File: src/hdl/next_lexicographic_permutation_assert.svh
// assertion macros for the next lexicographic permutation block
// used by files that hold concurrent checks; expects clk and rst in scope
`ifndef NEXT_LEXICOGRAPHIC_PERMUTATION_ASSERT_SVH
`define NEXT_LEXICOGRAPHIC_PERMUTATION_ASSERT_SVH
`ifndef SYNTHESIS
`define NLP_ASSERT_ALWAYS(label, expr) \
  label: assert property (@(posedge clk) disable iff (rst) (expr)) \
    else $error("nlp check failed");
`define NLP_ASSERT_IMP(label, ante, cons) \
  label: assert property (@(posedge clk) disable iff (rst) (ante) |-> (cons)) \
    else $error("nlp check failed");
`define NLP_ASSERT_NEXT(label, ante, cons) \
  label: assert property (@(posedge clk) disable iff (rst) (ante) |=> (cons)) \
    else $error("nlp check failed");
`else
`define NLP_ASSERT_ALWAYS(label, expr)
`define NLP_ASSERT_IMP(label, ante, cons)
`define NLP_ASSERT_NEXT(label, ante, cons)
`endif
`endif

File: src/hdl/nlp_pkg.sv
// shared constants for the next lexicographic permutation block
// no dependencies
`timescale 1ns / 1ps
package nlp_pkg;
  localparam int MAX_LEN    = 16;
  localparam int VALUE_BITS = 16;
  localparam int RESULT_CAP = 16;
  localparam int IDX_W      = $clog2(MAX_LEN);
  localparam int LEN_W      = $clog2(MAX_LEN + 1);
  localparam int ELEM_W     = 16;
  localparam int POS_W      = 4;

  localparam logic OP_LOAD    = 1'b0;
  localparam logic OP_ADVANCE = 1'b1;
endpackage

File: src/hdl/nlp_ram.sv
// generic single write, single read ram with registered read data
// no dependencies
`timescale 1ns / 1ps
module nlp_ram #(
  parameter int WIDTH = 16,
  parameter int DEPTH = 16
) (
  input  logic                     clk,
  input  logic                     we,
  input  logic [$clog2(DEPTH)-1:0] waddr,
  input  logic [WIDTH-1:0]         wdata,
  input  logic [$clog2(DEPTH)-1:0] raddr,
  output logic [WIDTH-1:0]         rdata
);
  logic [WIDTH-1:0] mem [DEPTH];

  always_ff @(posedge clk) begin
    if (we) begin
      mem[waddr] <= wdata;
    end
    rdata <= mem[raddr];
  end
endmodule

File: src/hdl/next_lexicographic_permutation.sv
// top level of the next lexicographic permutation engine
// depends on nlp_pkg, nlp_ram and next_lexicographic_permutation_assert.svh
`timescale 1ns / 1ps
`include "next_lexicographic_permutation_assert.svh"
// usage
//   input channel: one transaction per item (op, value, last_in), taken when
//   in_valid is high and in_stall is low. op load appends value to the held
//   array (a load after a completed load starts a new array, loads past
//   capacity are dropped); op advance permutes the array and emits it.
//   in_stall is high whenever the sequencer is busy with an advance.
//   an advance on n held elements walks one ram read port: an ascent scan
//   that reads and compares each element, a successor scan that reads and
//   compares each candidate, a read, read, write, write swap per pair plus a
//   pass check, then a read and an output step per emitted element. the
//   single read port of the element ram paces this walk.
//   output channel: one transaction per element (elem_value, position,
//   last_out, wrapped), held in an output register; while out_stall is high
//   the register holds and the sequencer waits on that element.
//   an advance on an empty array gives no output transaction.
//   reset (rst, synchronous) empties the array, marks the load complete and
//   drops any pending output; the element ram itself is not cleared.
module next_lexicographic_permutation (
  input  logic                      clk,
  input  logic                      rst,
  input  logic                      in_valid,
  output logic                      in_stall,
  input  logic                      op,
  input  logic [15:0]               value,
  input  logic                      last_in,
  output logic                      out_valid,
  input  logic                      out_stall,
  output logic [nlp_pkg::ELEM_W-1:0] elem_value,
  output logic [nlp_pkg::POS_W-1:0]  position,
  output logic                      last_out,
  output logic                      wrapped
);
  // sequencer codes
  localparam logic [3:0] S_IDLE    = 4'd0;
  localparam logic [3:0] S_ASC_RD  = 4'd1;
  localparam logic [3:0] S_ASC_CMP = 4'd2;
  localparam logic [3:0] S_SUC_RD  = 4'd3;
  localparam logic [3:0] S_SUC_CMP = 4'd4;
  localparam logic [3:0] S_RD_LO   = 4'd5;
  localparam logic [3:0] S_RD_HI   = 4'd6;
  localparam logic [3:0] S_WR_LO   = 4'd7;
  localparam logic [3:0] S_WR_HI   = 4'd8;
  localparam logic [3:0] S_CHK     = 4'd9;
  localparam logic [3:0] S_EM_RD   = 4'd10;
  localparam logic [3:0] S_EM_OUT  = 4'd11;

  logic [3:0]                        state;
  logic [nlp_pkg::LEN_W-1:0]         length;
  logic                              load_complete;
  logic [nlp_pkg::IDX_W-1:0]         k;        // ascent scan and emit index
  logic [nlp_pkg::IDX_W-1:0]         j;        // successor scan index
  logic [nlp_pkg::IDX_W-1:0]         lo;
  logic [nlp_pkg::IDX_W-1:0]         hi;
  logic [nlp_pkg::IDX_W-1:0]         pivot;
  logic [nlp_pkg::VALUE_BITS-1:0]    pv;       // pivot value
  logic [nlp_pkg::VALUE_BITS-1:0]    prev;     // element right of k
  logic [nlp_pkg::VALUE_BITS-1:0]    tmp;      // low side of a swap
  logic                              rev_phase; // 0 while doing the pivot swap
  logic                              wrap;

  logic                              accept;
  logic [nlp_pkg::LEN_W-1:0]         eff_len;
  logic [nlp_pkg::LEN_W-1:0]         len_m1;
  logic [nlp_pkg::LEN_W-1:0]         cnt_m1;
  logic                              emit_last;
  logic                              out_free;

  logic                              ram_we;
  logic [nlp_pkg::IDX_W-1:0]         ram_waddr;
  logic [nlp_pkg::VALUE_BITS-1:0]    ram_wdata;
  logic [nlp_pkg::IDX_W-1:0]         ram_raddr;
  logic [nlp_pkg::VALUE_BITS-1:0]    ram_rdata;

  assign in_stall = (state != S_IDLE);
  assign accept   = in_valid && !in_stall;
  // a load after a completed load restarts the array
  assign eff_len  = load_complete ? '0 : length;
  assign len_m1   = length - nlp_pkg::LEN_W'(1);
  assign cnt_m1   = ((length < nlp_pkg::LEN_W'(nlp_pkg::RESULT_CAP)) ? length
                    : nlp_pkg::LEN_W'(nlp_pkg::RESULT_CAP)) - nlp_pkg::LEN_W'(1);
  assign emit_last = (nlp_pkg::LEN_W'(k) == cnt_m1);
  assign out_free  = !out_valid || !out_stall;

  // element ram ports
  always_comb begin
    ram_we    = 1'b0;
    ram_waddr = lo;
    ram_wdata = ram_rdata;
    case (state)
      S_IDLE: begin
        ram_we    = accept && (op == nlp_pkg::OP_LOAD)
                    && (eff_len < nlp_pkg::LEN_W'(nlp_pkg::MAX_LEN));
        ram_waddr = eff_len[nlp_pkg::IDX_W-1:0];
        ram_wdata = value[nlp_pkg::VALUE_BITS-1:0];
      end
      S_WR_LO: begin
        ram_we    = 1'b1;
        ram_waddr = lo;
        ram_wdata = ram_rdata;
      end
      S_WR_HI: begin
        ram_we    = 1'b1;
        ram_waddr = hi;
        ram_wdata = tmp;
      end
      default: begin
        ram_we = 1'b0;
      end
    endcase
  end

  always_comb begin
    case (state)
      S_SUC_RD: ram_raddr = j;
      S_RD_LO:  ram_raddr = lo;
      S_RD_HI:  ram_raddr = hi;
      default:  ram_raddr = k;
    endcase
  end

  nlp_ram #(
    .WIDTH (nlp_pkg::VALUE_BITS),
    .DEPTH (nlp_pkg::MAX_LEN)
  ) u_ram (
    .clk   (clk),
    .we    (ram_we),
    .waddr (ram_waddr),
    .wdata (ram_wdata),
    .raddr (ram_raddr),
    .rdata (ram_rdata)
  );

  // sequencer
  always_ff @(posedge clk) begin
    if (rst) begin
      state         <= S_IDLE;
      length        <= '0;
      load_complete <= 1'b1;
      out_valid     <= 1'b0;
    end else begin
      // in the emit state the output register is refilled below
      if (out_valid && !out_stall && (state != S_EM_OUT)) begin
        out_valid <= 1'b0;
      end
      case (state)
        S_IDLE: begin
          if (accept) begin
            if (op == nlp_pkg::OP_LOAD) begin
              if (eff_len < nlp_pkg::LEN_W'(nlp_pkg::MAX_LEN)) begin
                length <= eff_len + nlp_pkg::LEN_W'(1);
              end else begin
                length <= eff_len;
              end
              // any load leaves the array open unless last_in closes it
              load_complete <= last_in;
            end else if (length == nlp_pkg::LEN_W'(1)) begin
              // single element never has an ascent
              wrap  <= 1'b1;
              k     <= '0;
              state <= S_EM_RD;
            end else if (length != '0) begin
              wrap  <= 1'b0;
              k     <= len_m1[nlp_pkg::IDX_W-1:0];
              state <= S_ASC_RD;
            end
          end
        end
        S_ASC_RD: begin
          state <= S_ASC_CMP;
        end
        S_ASC_CMP: begin
          prev <= ram_rdata;
          if ((nlp_pkg::LEN_W'(k) != len_m1) && (ram_rdata < prev)) begin
            pivot <= k;
            pv    <= ram_rdata;
            j     <= len_m1[nlp_pkg::IDX_W-1:0];
            state <= S_SUC_RD;
          end else if (k == '0) begin
            // no ascent: reverse the whole array
            wrap      <= 1'b1;
            lo        <= '0;
            hi        <= len_m1[nlp_pkg::IDX_W-1:0];
            rev_phase <= 1'b1;
            state     <= S_CHK;
          end else begin
            k     <= k - nlp_pkg::IDX_W'(1);
            state <= S_ASC_RD;
          end
        end
        S_SUC_RD: begin
          state <= S_SUC_CMP;
        end
        S_SUC_CMP: begin
          if (pv < ram_rdata) begin
            lo        <= pivot;
            hi        <= j;
            rev_phase <= 1'b0;
            state     <= S_RD_LO;
          end else begin
            j     <= j - nlp_pkg::IDX_W'(1);
            state <= S_SUC_RD;
          end
        end
        S_RD_LO: begin
          state <= S_RD_HI;
        end
        S_RD_HI: begin
          tmp   <= ram_rdata;
          state <= S_WR_LO;
        end
        S_WR_LO: begin
          state <= S_WR_HI;
        end
        S_WR_HI: begin
          if (rev_phase) begin
            lo <= lo + nlp_pkg::IDX_W'(1);
            hi <= hi - nlp_pkg::IDX_W'(1);
          end else begin
            // pivot swap done, reverse the suffix
            lo        <= pivot + nlp_pkg::IDX_W'(1);
            hi        <= len_m1[nlp_pkg::IDX_W-1:0];
            rev_phase <= 1'b1;
          end
          state <= S_CHK;
        end
        S_CHK: begin
          if (lo < hi) begin
            state <= S_RD_LO;
          end else begin
            k     <= '0;
            state <= S_EM_RD;
          end
        end
        S_EM_RD: begin
          state <= S_EM_OUT;
        end
        S_EM_OUT: begin
          // ram read data stays put while the output register is stalled
          if (out_free) begin
            out_valid  <= 1'b1;
            elem_value <= nlp_pkg::ELEM_W'(ram_rdata);
            position   <= nlp_pkg::POS_W'(k);
            last_out   <= emit_last;
            wrapped    <= wrap;
            if (emit_last) begin
              state <= S_IDLE;
            end else begin
              k     <= k + nlp_pkg::IDX_W'(1);
              state <= S_EM_RD;
            end
          end
        end
        default: begin
          state <= S_IDLE;
        end
      endcase
    end
  end

  // checks
  `NLP_ASSERT_ALWAYS(a_len_cap, length <= nlp_pkg::LEN_W'(nlp_pkg::MAX_LEN))
  `NLP_ASSERT_IMP(a_succ_right_of_pivot, state == S_SUC_CMP, j > pivot)
  `NLP_ASSERT_IMP(a_rev_in_range, state == S_CHK, nlp_pkg::LEN_W'(hi) < length)
  `NLP_ASSERT_NEXT(a_load_only_when_idle, ram_we && (state == S_IDLE), state == S_IDLE)
endmodule
File: config.mk
export PLATFORM = sky130hd
export DESIGN_NAME = next_lexicographic_permutation
export DESIGN_NICKNAME = d
export VERILOG_FILES = /design/src/hdl/nlp_pkg.sv /design/src/hdl/nlp_ram.sv /design/src/hdl/next_lexicographic_permutation.sv
export VERILOG_INCLUDE_DIRS = /design/src /design/src/hdl
export SDC_FILE = /design/constraint.sdc
export NUM_CORES = 1
export LEC_CHECK = 0
export BUFFER_PORTS_ARGS = -buffer_cell sky130_fd_sc_hd__buf_2
export CAP_MARGIN = 20
export CORE_MARGIN = 4
export CORE_UTILIZATION = 55
export CTS_CLUSTER_DIAMETER = 150
export DETAILED_ROUTE_END_ITERATION = 12
export HOLD_SLACK_MARGIN = 0.06
export MAX_ROUTING_LAYER = met4
export PLACE_DENSITY = 0.72
export SLEW_MARGIN = 30
export SYNTH_ARGS = -nofsm -noshare
export SYNTH_HDL_FRONTEND = slang
export SYNTH_HIERARCHICAL = 1
export SYNTH_SLANG_ARGS = --single-unit
File: constraint.sdc
create_clock -name clk -period 9.9 [get_ports clk]
set_input_delay 0.99 -clock clk [delete_from_list [all_inputs] [get_ports clk]]
set_output_delay 0.99 -clock clk [all_outputs]
set_load 0.1 [all_outputs]
==> report_table.html, run 1 <==
<table>
<tr><th>Metric</th><th>Value</th></tr>
<tr><th colspan="2">Placement</th></tr>
<tr><td>Area after DPL</td><td>16600 um2</td></tr>
<tr><td>Gp weighted congestion</td><td>0.9083</td></tr>
<tr><td>Post-detail-place hpwl</td><td>approximately 21 mm</td></tr>
<tr><td>Count of buffers from port buffering</td><td>45</td></tr>
<tr><th colspan="2">Power</th></tr>
<tr><td>Pleak</td><td>between 0.006 and 0.007 uW</td></tr>
<tr><td>Overall power</td><td>4322 uW</td></tr>
<tr><td>Worst vdd ir</td><td>around 0.00016 V</td></tr>
<tr><td>Power density normalized to cell area</td><td>approximately 240 nW/um2</td></tr>
<tr><th colspan="2">STA</th></tr>
<tr><td>Min Tclk post-route</td><td>between 3000 and 4000 ps</td></tr>
<tr><td>Number of hold violations in the final report</td><td>0</td></tr>
<tr><td>Maximum achievable frequency</td><td>272.5 MHz</td></tr>
<tr><td>Setup TNS Final</td><td>0 ps</td></tr>
<tr><td>Fin crit share</td><td>0.3707</td></tr>
<tr><td>Worst-case headroom to the max-slew limit</td><td>0.3535</td></tr>
<tr><td>Setup repair after global routing missed its margin</td><td>false</td></tr>
<tr><td>Worst Tran Pin Value</td><td>about 970 ps</td></tr>
<tr><td>Max-slew violation total from the final report</td><td>0</td></tr>
<tr><td>Worst-case clock skew</td><td>approximately 20 ps</td></tr>
<tr><td>Count of endpoints failing setup in the final report</td><td>0</td></tr>
<tr><th colspan="2">Worst setup path</th></tr>
<tr><td>Critical Path Start Type</td><td>flop</td></tr>
<tr><td>Nature of the critical path endpoint</td><td>flop</td></tr>
<tr><td>WP data arrival</td><td>just over 4000 ps</td></tr>
<tr><td>Buffers &amp; Inverters on Critical Path</td><td>3</td></tr>
<tr><td>CP Class</td><td>reg2reg</td></tr>
<tr><td>Delay of the slowest critical-path stage</td><td>~690 ps</td></tr>
<tr><td>Crit-path slowest cell</td><td>sky130_fd_sc_hd__buf_4</td></tr>
<tr><td>Worst Path Required</td><td>around 10000 ps</td></tr>
<tr><td>Reg-to-reg slack, setup</td><td>6230 ps</td></tr>
<tr><td>Maximum fanout count along the critical path</td><td>40</td></tr>
<tr><td>Cell type group with the largest total delay on the critical path</td><td>buffers and inverters</td></tr>
<tr><td>Cells traversed along the worst timing path</td><td>inv_1 &gt; nor2_1 &gt; a22oi_1 &gt; nor2_1 &gt; a21oi_1 &gt; o21ai_4 &gt; buf_4 &gt; buf_4 &gt; mux4_1 &gt; a22oi_1 &gt; nand2_1</td></tr>
<tr><th colspan="2">Floorplan</th></tr>
<tr><td>Io pins</td><td>46</td></tr>
<tr><td>Chip height</td><td>around 180 um</td></tr>
<tr><td>DIE AREA</td><td>between 30000 and 40000 um2</td></tr>
<tr><td>Die Span X</td><td>between 150 and 200 um</td></tr>
<tr><td>Core ar.</td><td>about 28000 um2</td></tr>
<tr><td>Standard-cell row count</td><td>61</td></tr>
<tr><td>Starting density of the core</td><td>0.5626</td></tr>
<tr><th colspan="2">Clocking</th></tr>
<tr><td>Max Buffers Root-to-Sink</td><td>3</td></tr>
<tr><td>Number of buffers created by CTS</td><td>39</td></tr>
<tr><td>Post-CTS clock slew at the launch and capture registers of the worst setup and hold paths</td><td>about 70 ps</td></tr>
<tr><td>Total clock sinks</td><td>~380</td></tr>
<tr><td>TritonCTS clock tree</td><td>built</td></tr>
<tr><td>Setup fix buffers added after clock tree synthesis</td><td>0</td></tr>
<tr><td>Post-cts repair resize count</td><td>0</td></tr>
<tr><td>Root cell of the clock tree</td><td>sky130_fd_sc_hd__clkbuf_16</td></tr>
<tr><td>Clock latency on the worst-skew pair</td><td>between 500 and 600 ps</td></tr>
<tr><td>Number of hold buffers added after CTS</td><td>0</td></tr>
<tr><td>H-tree level count</td><td>2</td></tr>
<tr><th colspan="2">Final layout</th></tr>
<tr><td>Number of nets in the layout</td><td>approximately 1100</td></tr>
<tr><td>Total inserted antenna cells</td><td>0</td></tr>
<tr><td>Layout cells sized above 1</td><td>0.2225</td></tr>
<tr><td>Area growth, synth to finish</td><td>13.22%</td></tr>
<tr><td>Filler Cells Inserted</td><td>roughly 2000</td></tr>
<tr><td>Final design instance area without fill</td><td>approximately 18000 um2</td></tr>
<tr><td>Final core utilization</td><td>0.6370</td></tr>
<tr><th colspan="2">GRT</th></tr>
<tr><td>Via count of the first global-routing pass</td><td>approximately 8600</td></tr>
<tr><td>Wire length of the first global-routing pass</td><td>slightly above 50 mm</td></tr>
<tr><td>Antenna violations before repair</td><td>0</td></tr>
<tr><td>Largest net degree at the start of global routing</td><td>65</td></tr>
<tr><td>Grt total ovfl</td><td>0</td></tr>
<tr><td>Total track usage</td><td>0.2224</td></tr>
<tr><th colspan="2">Synthesis</th></tr>
<tr><td>Most numerous cell types in the synthesized netlist</td><td>sky130_fd_sc_hd__edfxtp_1, sky130_fd_sc_hd__nand2_1, sky130_fd_sc_hd__mux4_2</td></tr>
<tr><td>Number of warnings issued by yosys</td><td>6</td></tr>
<tr><td>Area of the mapped netlist</td><td>around 16000 um2</td></tr>
<tr><td>Post-synth ARST share</td><td>0</td></tr>
<tr><td>Number of nets in the synthesized netlist</td><td>1017</td></tr>
<tr><td>Area fraction of the dominant cell type after synthesis</td><td>0.6613</td></tr>
<tr><td>Flops &amp; latches, synth</td><td>about 380</td></tr>
<tr><td>Number of instances in the synthesized netlist</td><td>between 900 and 1000</td></tr>
<tr><td>Post-synth top area cell</td><td>sky130_fd_sc_hd__edfxtp_1</td></tr>
<tr><td>Portion of the post-synthesis area used by sequential elements</td><td>0.6955</td></tr>
<tr><td>Most used flip-flop cell after synthesis</td><td>sky130_fd_sc_hd__edfxtp_1</td></tr>
<tr><td>Library cell with the highest instance count after synthesis</td><td>sky130_fd_sc_hd__edfxtp_1</td></tr>
<tr><td>Leading post-synthesis cells by cell area</td><td>sky130_fd_sc_hd__edfxtp_1, sky130_fd_sc_hd__mux4_2, sky130_fd_sc_hd__dfxtp_1, sky130_fd_sc_hd__ha_1, sky130_fd_sc_hd__a22oi_1</td></tr>
<tr><td>Distinct cells, synth</td><td>72</td></tr>
<tr><td>Synthesized area per cell</td><td>16.60 um2</td></tr>
<tr><td>Count of flip-flops with a built-in enable after synthesis</td><td>roughly 350</td></tr>
<tr><th colspan="2">Routing</th></tr>
<tr><td>First-iteration detailed-routing DRC count</td><td>~1100</td></tr>
<tr><td>Final wirelength</td><td>roughly 33 mm</td></tr>
<tr><td>Number of search-and-repair iterations in the first detailed-routing pass</td><td>5</td></tr>
<tr><td>Wirelength per Cell</td><td>between 20 and 25 um</td></tr>
<tr><td>Via-to-Cell Ratio</td><td>6.151</td></tr>
<tr><td>Routed vias</td><td>a little under 9000</td></tr>
<tr><td>DRC violation count after routing</td><td>0</td></tr>
<tr><td>ANT nets after route</td><td>0</td></tr>
<tr><th colspan="2">Job</th></tr>
<tr><td>Maximum capacitance violations</td><td>0</td></tr>
<tr><th colspan="2">Run status</th></tr>
<tr><td>Result of the run</td><td>finished, final reports clean</td></tr>
<tr><th colspan="2">Hold path</th></tr>
<tr><td>Class of the most critical hold timing path</td><td>reg2reg</td></tr>
</table>
==> layout make-up <==
class / count / area [um2] / share of cell area
clock buffers: 49 / 1054 / 0.05888
clock inverters: 23 / 210.2 / 0.01175
inverters: 49 / 183.9 / 0.01028
multi-input cells: 485 / 4529 / 0.2531
flip-flops and latches: 375 / 10990 / 0.6143
well taps: 378 / 473.0 / 0.02643
repair buffers: 75 / 450.4 / 0.02517
==> through the flow <==
step,std cells,setup slack [ps],hold WS (ps)
2_1_floorplan,952,6099,400.3
3_3_place_gp,1362,6141,444.8
3_5_place_dp,1362,6132,428.1
4_1_cts,1434,6134,451.4
5_1_grt,1434,5803,458.2
6_report,1434,6230,459.2
==> worst paths after layout <==
kind	from	to	cells past startpoint
hold reg to reg	wrap$_SDFFCE_PP1P_	wrapped$_DFFE_PP_	0
hold / removal	wrap$_SDFFCE_PP1P_	wrapped$_DFFE_PP_	0
setup reg to reg	state[1]$_SDFFE_PP0P_	u_ram/rdata[4]$_DFF_P_	11
setup / recovery	state[1]$_SDFFE_PP0P_	u_ram/rdata[4]$_DFF_P_	11
==> state kept, by name, summed over array words and instances, names as in the netlist, 4 cells and up <==
register     cells
elem_value      16
hi               4
j                4
k                4
length           5
lo               4
pivot            4
position         4
prev            16
pv              16
state            4
tmp             16
u_ram/mem      256
u_ram/rdata     16
==> kinds of logic after synthesis <==
kind of cell,Yosys count,synth area share
flip-flops,375,0.6955
AND/OR/NAND/NOR,180,0.05463
AO/OA/AOI/OAI,157,0.07015
buffers and inverters,92,0.02644
multiplexers,87,0.1083
adder cells (fa/ha/maj),43,0.03452
XOR/XNOR,18,0.01045
==> report_power, final <==
| group | internal, uW | switching, uW |
|---|---|---|
| Clock | 820 | 611 |
| Sequential | 1970 | 128 |
| Combinational | 300 | 492 |
| Total | 3090 | 1230 |
==> placed cells by master, fill, tap and decap left out, types with 4 or more instances in the layout <==
cell	count
sky130_fd_sc_hd__nand2_1	67
sky130_fd_sc_hd__clkbuf_8	4
sky130_fd_sc_hd__nor2b_1	5
sky130_fd_sc_hd__clkbuf_16	39
sky130_fd_sc_hd__edfxtp_1	348
sky130_fd_sc_hd__a22oi_1	42
sky130_fd_sc_hd__a211oi_1	4
sky130_fd_sc_hd__nand3b_1	5
sky130_fd_sc_hd__xnor2_1	12
sky130_fd_sc_hd__xor2_1	5
sky130_fd_sc_hd__nand3_1	13
sky130_fd_sc_hd__nor2_1	30
sky130_fd_sc_hd__or3_1	4
sky130_fd_sc_hd__inv_1	47
sky130_fd_sc_hd__o21ai_0	29
sky130_fd_sc_hd__nor3_2	6
sky130_fd_sc_hd__clkbuf_1	6
sky130_fd_sc_hd__nor3_1	11
sky130_fd_sc_hd__clkinv_2	7
sky130_fd_sc_hd__nand2b_1	6
sky130_fd_sc_hd__a21oi_1	24
sky130_fd_sc_hd__mux2i_1	21
sky130_fd_sc_hd__a221o_1	4
sky130_fd_sc_hd__o22ai_1	4
sky130_fd_sc_hd__buf_4	30
sky130_fd_sc_hd__buf_2	45
sky130_fd_sc_hd__mux4_1	10
sky130_fd_sc_hd__clkinv_1	6
sky130_fd_sc_hd__ha_1	42
sky130_fd_sc_hd__dfxtp_1	26
sky130_fd_sc_hd__nor2_4	10
sky130_fd_sc_hd__clkinvlp_4	4
sky130_fd_sc_hd__mux4_2	54
==> layer usage <==
metal  up-vias  track usage  part of all wire
met5         -            -                 0
met4         0      0.04963             0.015
met3        53      0.03664             0.071
met2       344       0.3335              0.47
met1      4511       0.3279              0.44
li1       3912            -                 -
Power figures use the tool's default switching activity.
==> run 2, diff against run 1 <==
Clock period 9.9 ns to 3.6 ns, I/O delays scaled along.
==> report_table.html, run 2 (synthesized netlist as in run 1, its figures left out) <==
<table>
<tr><th>Metric</th><th>Value</th></tr>
<tr><th colspan="2">Routing</th></tr>
<tr><td>DRC violation count after routing</td><td>0 (unchanged)</td></tr>
<tr><td>Via-to-Cell Ratio</td><td>6.087 (-1.0%)</td></tr>
<tr><td>ANT nets after route</td><td>0 (unchanged)</td></tr>
<tr><td>Wirelength per Cell</td><td>23.79 um (+2.6%)</td></tr>
<tr><td>Number of search-and-repair iterations in the first detailed-routing pass</td><td>5 (unchanged)</td></tr>
<tr><td>First-iteration detailed-routing DRC count</td><td>812 (-27%)</td></tr>
<tr><td>Routed vias</td><td>8935 (+1.3%)</td></tr>
<tr><td>Final wirelength</td><td>34.92 mm (+5.0%)</td></tr>
<tr><th colspan="2">Final layout</th></tr>
<tr><td>Filler Cells Inserted</td><td>2007 (-0.30%)</td></tr>
<tr><td>Layout cells sized above 1</td><td>0.2367 (+0.01416)</td></tr>
<tr><td>Area taken by multi-input logic gates</td><td>4482 um2 (-1.0%)</td></tr>
<tr><td>Area growth, synth to finish</td><td>14.80%</td></tr>
<tr><td>Number of nets in the layout</td><td>1125 (+3.2%)</td></tr>
<tr><td>Largest register by flop count</td><td>u_ram/mem</td></tr>
<tr><td>Max FFs per register</td><td>256 (unchanged)</td></tr>
<tr><td>Sequential Area</td><td>10990 um2 (unchanged)</td></tr>
<tr><td>Commonest non-fill, non-tap cell in the layout</td><td>sky130_fd_sc_hd__edfxtp_1</td></tr>
<tr><td>Final core utilization</td><td>0.6459 (+0.008865)</td></tr>
<tr><td>Number of standard cells in the final layout excluding fillers</td><td>1468 (+2.4%)</td></tr>
<tr><td>Final design instance area without fill</td><td>18140 um2 (+1.4%)</td></tr>
<tr><td>Commonest non-fill, non-tap cells in the layout</td><td>sky130_fd_sc_hd__edfxtp_1, sky130_fd_sc_hd__nand2_1, sky130_fd_sc_hd__buf_4, sky130_fd_sc_hd__mux4_2, sky130_fd_sc_hd__inv_1</td></tr>
<tr><td>Total inserted antenna cells</td><td>0 (unchanged)</td></tr>
<tr><th colspan="2">Clocking</th></tr>
<tr><td>Number of hold buffers added after CTS</td><td>1 (+1)</td></tr>
<tr><td>Clock latency on the worst-skew pair</td><td>530 ps (about the same)</td></tr>
<tr><td>Number of buffers created by CTS</td><td>38 (-2.6%)</td></tr>
<tr><td>Root cell of the clock tree</td><td>sky130_fd_sc_hd__clkbuf_16</td></tr>
<tr><td>Post-CTS clock slew at the launch and capture registers of the worst setup and hold paths</td><td>60 ps (about the same)</td></tr>
<tr><td>Setup fix buffers added after clock tree synthesis</td><td>0 (unchanged)</td></tr>
<tr><td>H-tree level count</td><td>2 (unchanged)</td></tr>
<tr><td>Post-cts repair resize count</td><td>0 (unchanged)</td></tr>
<tr><td>Total clock sinks</td><td>375 (unchanged)</td></tr>
<tr><td>TritonCTS clock tree</td><td>built</td></tr>
<tr><td>Max Buffers Root-to-Sink</td><td>3 (unchanged)</td></tr>
<tr><th colspan="2">Worst setup path</th></tr>
<tr><td>WP data arrival</td><td>3310 ps (-780 ps)</td></tr>
<tr><td>Beginning of the critical path</td><td>state[2]$_SDFFE_PP0P_</td></tr>
<tr><td>Critical Path Start Type</td><td>flop</td></tr>
<tr><td>Critical R2R Launch</td><td>state[2]$_SDFFE_PP0P_</td></tr>
<tr><td>Maximum fanout count along the critical path</td><td>17 (-57%)</td></tr>
<tr><td>Worst Path Required</td><td>3800 ps (-6520 ps)</td></tr>
<tr><td>CP Class</td><td>reg2reg</td></tr>
<tr><td>Nature of the critical path endpoint</td><td>flop</td></tr>
<tr><th colspan="2">STA</th></tr>
<tr><td>Worst-case headroom to the max-slew limit</td><td>0.5160 (+0.1624)</td></tr>
<tr><td>Worst Tran Pin Value</td><td>726.1 ps (-242.6 ps)</td></tr>
<tr><td>Maximum achievable frequency</td><td>322.3 MHz (+18%)</td></tr>
<tr><td>Worst-case clock skew</td><td>16.68 ps (-3.691 ps)</td></tr>
<tr><td>Fin crit share</td><td>0.8619 (+0.4911)</td></tr>
<tr><td>Setup repair after global routing missed its margin</td><td>false</td></tr>
<tr><td>Min Tclk post-route</td><td>3103 ps (-567.6 ps)</td></tr>
<tr><td>Post-layout worst setup margin</td><td>497.2 ps (-5732 ps)</td></tr>
<tr><td>Max-slew violation total from the final report</td><td>0 (unchanged)</td></tr>
<tr><td>Count of endpoints failing setup in the final report</td><td>0 (unchanged)</td></tr>
<tr><td>Number of hold violations in the final report</td><td>0 (unchanged)</td></tr>
<tr><td>Setup TNS Final</td><td>0 ps (unchanged)</td></tr>
<tr><th colspan="2">Power</th></tr>
<tr><td>Net Switching</td><td>3297 uW (+170%)</td></tr>
<tr><td>Worst vdd ir</td><td>0.0004401 V (+170%)</td></tr>
<tr><td>Pleak</td><td>0.006298 uW (+3.0%)</td></tr>
<tr><td>Sequential power share</td><td>0.482 (-0.004)</td></tr>
<tr><td>Combinational share of power</td><td>0.196 (+0.013)</td></tr>
<tr><td>Switching share of power</td><td>0.2778 (-0.007070)</td></tr>
<tr><td>Relative contribution of the clock network to total power</td><td>0.322 (-0.009)</td></tr>
<tr><td>Internal</td><td>8572 uW (+180%)</td></tr>
<tr><td>Power density normalized to cell area</td><td>654.3 nW/um2 (+170%)</td></tr>
<tr><th colspan="2">Hold path</th></tr>
<tr><td>Class of the most critical hold timing path</td><td>in2reg</td></tr>
<tr><td>Worst hold start</td><td>out_stall</td></tr>
<tr><th colspan="2">Run status</th></tr>
<tr><td>Result of the run</td><td>finished, final reports clean</td></tr>
<tr><th colspan="2">Floorplan</th></tr>
<tr><td>Io pins</td><td>46 (unchanged)</td></tr>
<tr><td>Core ar.</td><td>28090 um2 (unchanged)</td></tr>
<tr><td>Die Span X</td><td>177.5 um (unchanged)</td></tr>
<tr><td>Chip height</td><td>177.5 um (unchanged)</td></tr>
<tr><td>Standard-cell row count</td><td>61 (unchanged)</td></tr>
<tr><td>DIE AREA</td><td>31510 um2 (unchanged)</td></tr>
<tr><td>Starting density of the core</td><td>0.5626 (unchanged)</td></tr>
<tr><th colspan="2">GRT</th></tr>
<tr><td>Total track usage</td><td>0.2315 (+0.009092)</td></tr>
<tr><td>Largest net degree at the start of global routing</td><td>65 (unchanged)</td></tr>
<tr><td>Wire length of the first global-routing pass</td><td>53.07 mm (+2.9%)</td></tr>
<tr><td>Via count of the first global-routing pass</td><td>8853 (+2.7%)</td></tr>
<tr><td>Grt total ovfl</td><td>0 (unchanged)</td></tr>
<tr><td>Antenna violations before repair</td><td>0 (unchanged)</td></tr>
<tr><th colspan="2">Placement</th></tr>
<tr><td>Post-detail-place hpwl</td><td>22.58 mm (+5.5%)</td></tr>
<tr><td>Count of buffers from port buffering</td><td>45 (unchanged)</td></tr>
<tr><td>Place WS</td><td>539.5 ps (-5592 ps)</td></tr>
<tr><td>Gp weighted congestion</td><td>0.8805 (-3.1%)</td></tr>
<tr><td>Area after DPL</td><td>16910 um2 (+1.8%)</td></tr>
<tr><td>DP Cell Count</td><td>1397 (+2.6%)</td></tr>
<tr><th colspan="2">Job</th></tr>
<tr><td>Maximum capacitance violations</td><td>0 (unchanged)</td></tr>
</table>
==> run 2: cell type report <==
type,instances,share of cell area
clock inverters,13,0.007242
well taps,378,0.02607
clock buffers,57,0.06028
flip-flops and latches,375,0.6059
multi-input cells,485,0.2471
inverters,49,0.01014
repair buffers,111,0.04331
==> run 2: worst paths after layout <==
kind	endpoint	slack (ps)	cells after the start
worst max register to register	u_ram/mem[0][10]$_DFFE_PP_	500	9
worst min-delay path	state[0]$_SDFFE_PP0P_	150	3
worst min register to register	wrapped$_DFFE_PP_	480	0
worst max-delay path	u_ram/mem[0][10]$_DFFE_PP_	500	9
==> run 2: routing by layer <==
metal | GRT usage | up-vias | routed length (um)
met4 | 0.06510 | 0 | 887
li1 | - | 3985 | -
met1 | 0.3216 | 4519 | 14720
met2 | 0.3571 | 364 | 16550
met3 | 0.04431 | 67 | 2766
met5 | - | - | 0
==> run 2: through the flow <==
stage | power, uW | hold slack [ps]
after global routing | 12360 | 166.9
after CTS | 11930 | 139.8
after floorplan | 7187 | 400.3
after detailed placement | 8112 | 474.9
final | 11870 | 154.8
after global placement | 8037 | 474.3
==> run 2: power by group through the flow <==
stage	clock, uW	combinational [uW]	sequential (uW)
after floorplan	0	1540	5650
after global placement	0	2240	5800
after detailed placement	0	2310	5800
after CTS	3890	2330	5710
after global routing	4080	2540	5750
final	3820	2320	5720
==> run 2: critical path, stage by stage (launching register included) <==
cell                      delay (ps)
sky130_fd_sc_hd__dfxtp_1         490
sky130_fd_sc_hd__or2_4           340
sky130_fd_sc_hd__nor2_4          140
sky130_fd_sc_hd__inv_2           100
sky130_fd_sc_hd__nor3_4          270
sky130_fd_sc_hd__o21ai_0         280
sky130_fd_sc_hd__nand2_1         190
sky130_fd_sc_hd__or3b_2          540
sky130_fd_sc_hd__nor3_2          130
sky130_fd_sc_hd__buf_4           290
==> run 3, diff against run 2 <==
Settings changed: CELL_PAD_IN_SITES_DETAIL_PLACEMENT set to 1, CELL_PAD_IN_SITES_GLOBAL_PLACEMENT set to 2, CORE_MARGIN 4 to 2, CORE_UTILIZATION 55 to 47, HOLD_SLACK_MARGIN 0.06 to 0.05, PLACE_DENSITY 0.72 to unset, PLACE_DENSITY_LB_ADDON set to 0.1.
==> report_table.html, run 3 (synthesized netlist as in run 1, its figures left out) <==
<table>
<tr><th>Metric</th><th>Value</th></tr>
<tr><th colspan="2">Floorplan</th></tr>
<tr><td>Core ar.</td><td>33280 um2 (+18%)</td></tr>
<tr><td>Chip height</td><td>187.4 um (+5.6%)</td></tr>
<tr><td>Die Span X</td><td>187.4 um (+5.6%)</td></tr>
<tr><td>Standard-cell row count</td><td>67 (+9.8%)</td></tr>
<tr><td>DIE AREA</td><td>35110 um2 (+11%)</td></tr>
<tr><td>Starting density of the core</td><td>0.4748 (-0.08780)</td></tr>
<tr><td>Io pins</td><td>46 (unchanged)</td></tr>
<tr><th colspan="2">Worst setup path</th></tr>
<tr><td>Critical Path Start Type</td><td>flop</td></tr>
<tr><td>Reg-to-reg slack, setup</td><td>480 ps (-20 ps)</td></tr>
<tr><td>Beginning of the critical path</td><td>state[1]$_SDFFE_PP0P_</td></tr>
<tr><td>Nature of the critical path endpoint</td><td>flop</td></tr>
<tr><td>CP Class</td><td>reg2reg</td></tr>
<tr><td>Critical R2R Launch</td><td>state[1]$_SDFFE_PP0P_</td></tr>
<tr><td>Maximum fanout count along the critical path</td><td>16 (-1)</td></tr>
<tr><td>Worst Path Required</td><td>3840 ps (+40 ps)</td></tr>
<tr><td>WP data arrival</td><td>3360 ps (+50 ps)</td></tr>
<tr><th colspan="2">Final layout</th></tr>
<tr><td>Commonest non-fill, non-tap cell in the layout</td><td>sky130_fd_sc_hd__edfxtp_1</td></tr>
<tr><td>Filler Cells Inserted</td><td>3134 (+56%)</td></tr>
<tr><td>Layout cells sized above 1</td><td>0.2500 (+0.01330)</td></tr>
<tr><td>Number of standard cells in the final layout excluding fillers</td><td>1552 (+5.7%)</td></tr>
<tr><td>Number of nets in the layout</td><td>1137 (+1.1%)</td></tr>
<tr><td>Largest register by flop count</td><td>u_ram/mem</td></tr>
<tr><td>Commonest non-fill, non-tap cells in the layout</td><td>sky130_fd_sc_hd__edfxtp_1, sky130_fd_sc_hd__buf_4, sky130_fd_sc_hd__nand2_1, sky130_fd_sc_hd__mux4_2, sky130_fd_sc_hd__inv_1</td></tr>
<tr><td>Max FFs per register</td><td>256 (unchanged)</td></tr>
<tr><td>Area growth, synth to finish</td><td>16.71%</td></tr>
<tr><td>Total inserted antenna cells</td><td>0 (unchanged)</td></tr>
<tr><th colspan="2">Clocking</th></tr>
<tr><td>Clock latency on the worst-skew pair</td><td>550 ps (+20 ps)</td></tr>
<tr><td>H-tree level count</td><td>2 (unchanged)</td></tr>
<tr><td>TritonCTS clock tree</td><td>built</td></tr>
<tr><td>Post-cts repair resize count</td><td>0 (unchanged)</td></tr>
<tr><td>Total clock sinks</td><td>375 (unchanged)</td></tr>
<tr><td>Number of buffers created by CTS</td><td>40 (+5.3%)</td></tr>
<tr><td>Max Buffers Root-to-Sink</td><td>3 (unchanged)</td></tr>
<tr><td>Root cell of the clock tree</td><td>sky130_fd_sc_hd__clkbuf_16</td></tr>
<tr><td>Post-CTS clock slew at the launch and capture registers of the worst setup and hold paths</td><td>60 ps (about the same)</td></tr>
<tr><th colspan="2">Routing</th></tr>
<tr><td>Amount of wire on met3 after detailed routing</td><td>1.988 mm (-28%)</td></tr>
<tr><td>DRC violation count after routing</td><td>0 (unchanged)</td></tr>
<tr><td>Max layer used</td><td>met4</td></tr>
<tr><td>ANT nets after route</td><td>0 (unchanged)</td></tr>
<tr><td>First-iteration detailed-routing DRC count</td><td>654 (-19%)</td></tr>
<tr><td>Routed wl met2</td><td>18.68 mm (+13%)</td></tr>
<tr><td>Number of search-and-repair iterations in the first detailed-routing pass</td><td>5 (unchanged)</td></tr>
<tr><td>Routed vias</td><td>9087 (+1.7%)</td></tr>
<tr><td>Wirelength per Cell</td><td>25.62 um (+7.7%)</td></tr>
<tr><td>Via-to-Cell Ratio</td><td>5.855 (-3.8%)</td></tr>
<tr><td>Final wirelength</td><td>39.76 mm (+14%)</td></tr>
<tr><td>Detailed-route wire length on metal 1</td><td>18.22 mm (+24%)</td></tr>
<tr><th colspan="2">STA</th></tr>
<tr><td>Fin crit share</td><td>0.8672 (+0.005288)</td></tr>
<tr><td>Setup repair after global routing missed its margin</td><td>false</td></tr>
<tr><td>Setup TNS Final</td><td>0 ps (unchanged)</td></tr>
<tr><td>Number of hold violations in the final report</td><td>0 (unchanged)</td></tr>
<tr><td>Worst-case headroom to the max-slew limit</td><td>0.4000 (-0.1160)</td></tr>
<tr><td>Maximum achievable frequency</td><td>320.3 MHz (-0.61%)</td></tr>
<tr><td>Worst Tran Pin Value</td><td>890.6 ps (+164.6 ps)</td></tr>
<tr><td>Max-slew violation total from the final report</td><td>0 (unchanged)</td></tr>
<tr><td>Min Tclk post-route</td><td>3122 ps (+19.04 ps)</td></tr>
<tr><td>Count of endpoints failing setup in the final report</td><td>0 (unchanged)</td></tr>
<tr><td>Worst-case clock skew</td><td>23.25 ps (+6.569 ps)</td></tr>
<tr><td>Post-layout worst setup margin</td><td>478.2 ps (-19.04 ps)</td></tr>
<tr><th colspan="2">Power</th></tr>
<tr><td>Power density normalized to cell area</td><td>676.4 nW/um2 (+3.4%)</td></tr>
<tr><td>Worst vdd ir</td><td>0.0006130 V (+39%)</td></tr>
<tr><td>Pleak</td><td>0.006416 uW (+1.9%)</td></tr>
<tr><th colspan="2">GRT</th></tr>
<tr><td>Antenna violations before repair</td><td>0 (unchanged)</td></tr>
<tr><td>Largest net degree at the start of global routing</td><td>44 (-32%)</td></tr>
<tr><td>Grt total ovfl</td><td>0 (unchanged)</td></tr>
<tr><td>Wire length of the first global-routing pass</td><td>61.28 mm (+15%)</td></tr>
<tr><td>Via count of the first global-routing pass</td><td>9460 (+6.9%)</td></tr>
<tr><td>Total track usage</td><td>0.2421 (+0.01061)</td></tr>
<tr><th colspan="2">Hold path</th></tr>
<tr><td>Class of the most critical hold timing path</td><td>in2reg</td></tr>
<tr><td>Worst hold start</td><td>out_stall</td></tr>
<tr><th colspan="2">Placement</th></tr>
<tr><td>Place WS</td><td>486.1 ps (-53.39 ps)</td></tr>
<tr><td>Count of buffers from port buffering</td><td>45 (unchanged)</td></tr>
<tr><td>Post-detail-place hpwl</td><td>25.87 mm (+15%)</td></tr>
<tr><td>DP Cell Count</td><td>1477 (+5.7%)</td></tr>
<tr><td>Gp weighted congestion</td><td>0.8729 (-0.86%)</td></tr>
<tr><th colspan="2">Job</th></tr>
<tr><td>Maximum capacitance violations</td><td>0 (unchanged)</td></tr>
<tr><th colspan="2">Run status</th></tr>
<tr><td>Result of the run</td><td>finished, final reports clean</td></tr>
</table>
## run 3: layer usage
| metal | track usage | vias up |
|---|---|---|
| met5 | - | - |
| li1 | - | 4024 |
| met1 | 0.3429 | 4760 |
| met4 | 0.06319 | 0 |
| met2 | 0.3696 | 236 |
| met3 | 0.03752 | 67 |
## run 3: power breakdown
group / switching [uW] / internal [uW] / total, uW
Sequential: 300 / 5420 / 5720
Clock: 1700 / 2610 / 4310
Combinational: 1510 / 935 / 2440
Total: 3510 / 8970 / 12500
## run 3: worst max-delay path: stages, from the launching register on
cell                      delay (ps)
sky130_fd_sc_hd__dfxtp_1         390
sky130_fd_sc_hd__or2_4           310
sky130_fd_sc_hd__nor2_4          140
sky130_fd_sc_hd__inv_2           100
sky130_fd_sc_hd__nor3_4          270
sky130_fd_sc_hd__o21ai_0         320
sky130_fd_sc_hd__nand2_1         280
sky130_fd_sc_hd__or3b_2          570
sky130_fd_sc_hd__nor3_4          130
sky130_fd_sc_hd__buf_4           290
## run 3: final cells by class
type                    instances  area (um2)  share of cell area
flip-flops and latches        375       10990              0.5960
well taps                     448       560.5             0.03039
clock inverters                19       286.5             0.01554
clock buffers                  55        1109             0.06011
repair buffers                121       823.3             0.04464
inverters                      49       183.9            0.009973
multi-input cells             485        4488              0.2434
## run 3: per-stage QoR
step	cell area (um2)	util	power (uW)	hold WS (ps)
after detailed placement	17040	0.5119	8266	448.3
after global placement	17040	0.5119	8205	425.8
after CTS	18440	0.5542	12610	142.9
after floorplan	15810	-	7187	400.3
after global routing	18440	0.5542	13030	193.1
final	18440	0.5542	12470	172.2
## run 3: path summary, 6_finish.rpt
kind	to	cells past startpoint
setup / recovery	u_ram/mem[0][13]$_DFFE_PP_	9
hold / removal	state[0]$_SDFFE_PP0P_	3
setup reg to reg	u_ram/mem[0][13]$_DFFE_PP_	9
hold reg to reg	wrapped$_DFFE_PP_	0
## run 3: what timing repair did
action,CTS,global route
endpoints found under the hold margin,1,0
hold buffers,1,0
setup buffers,0,0
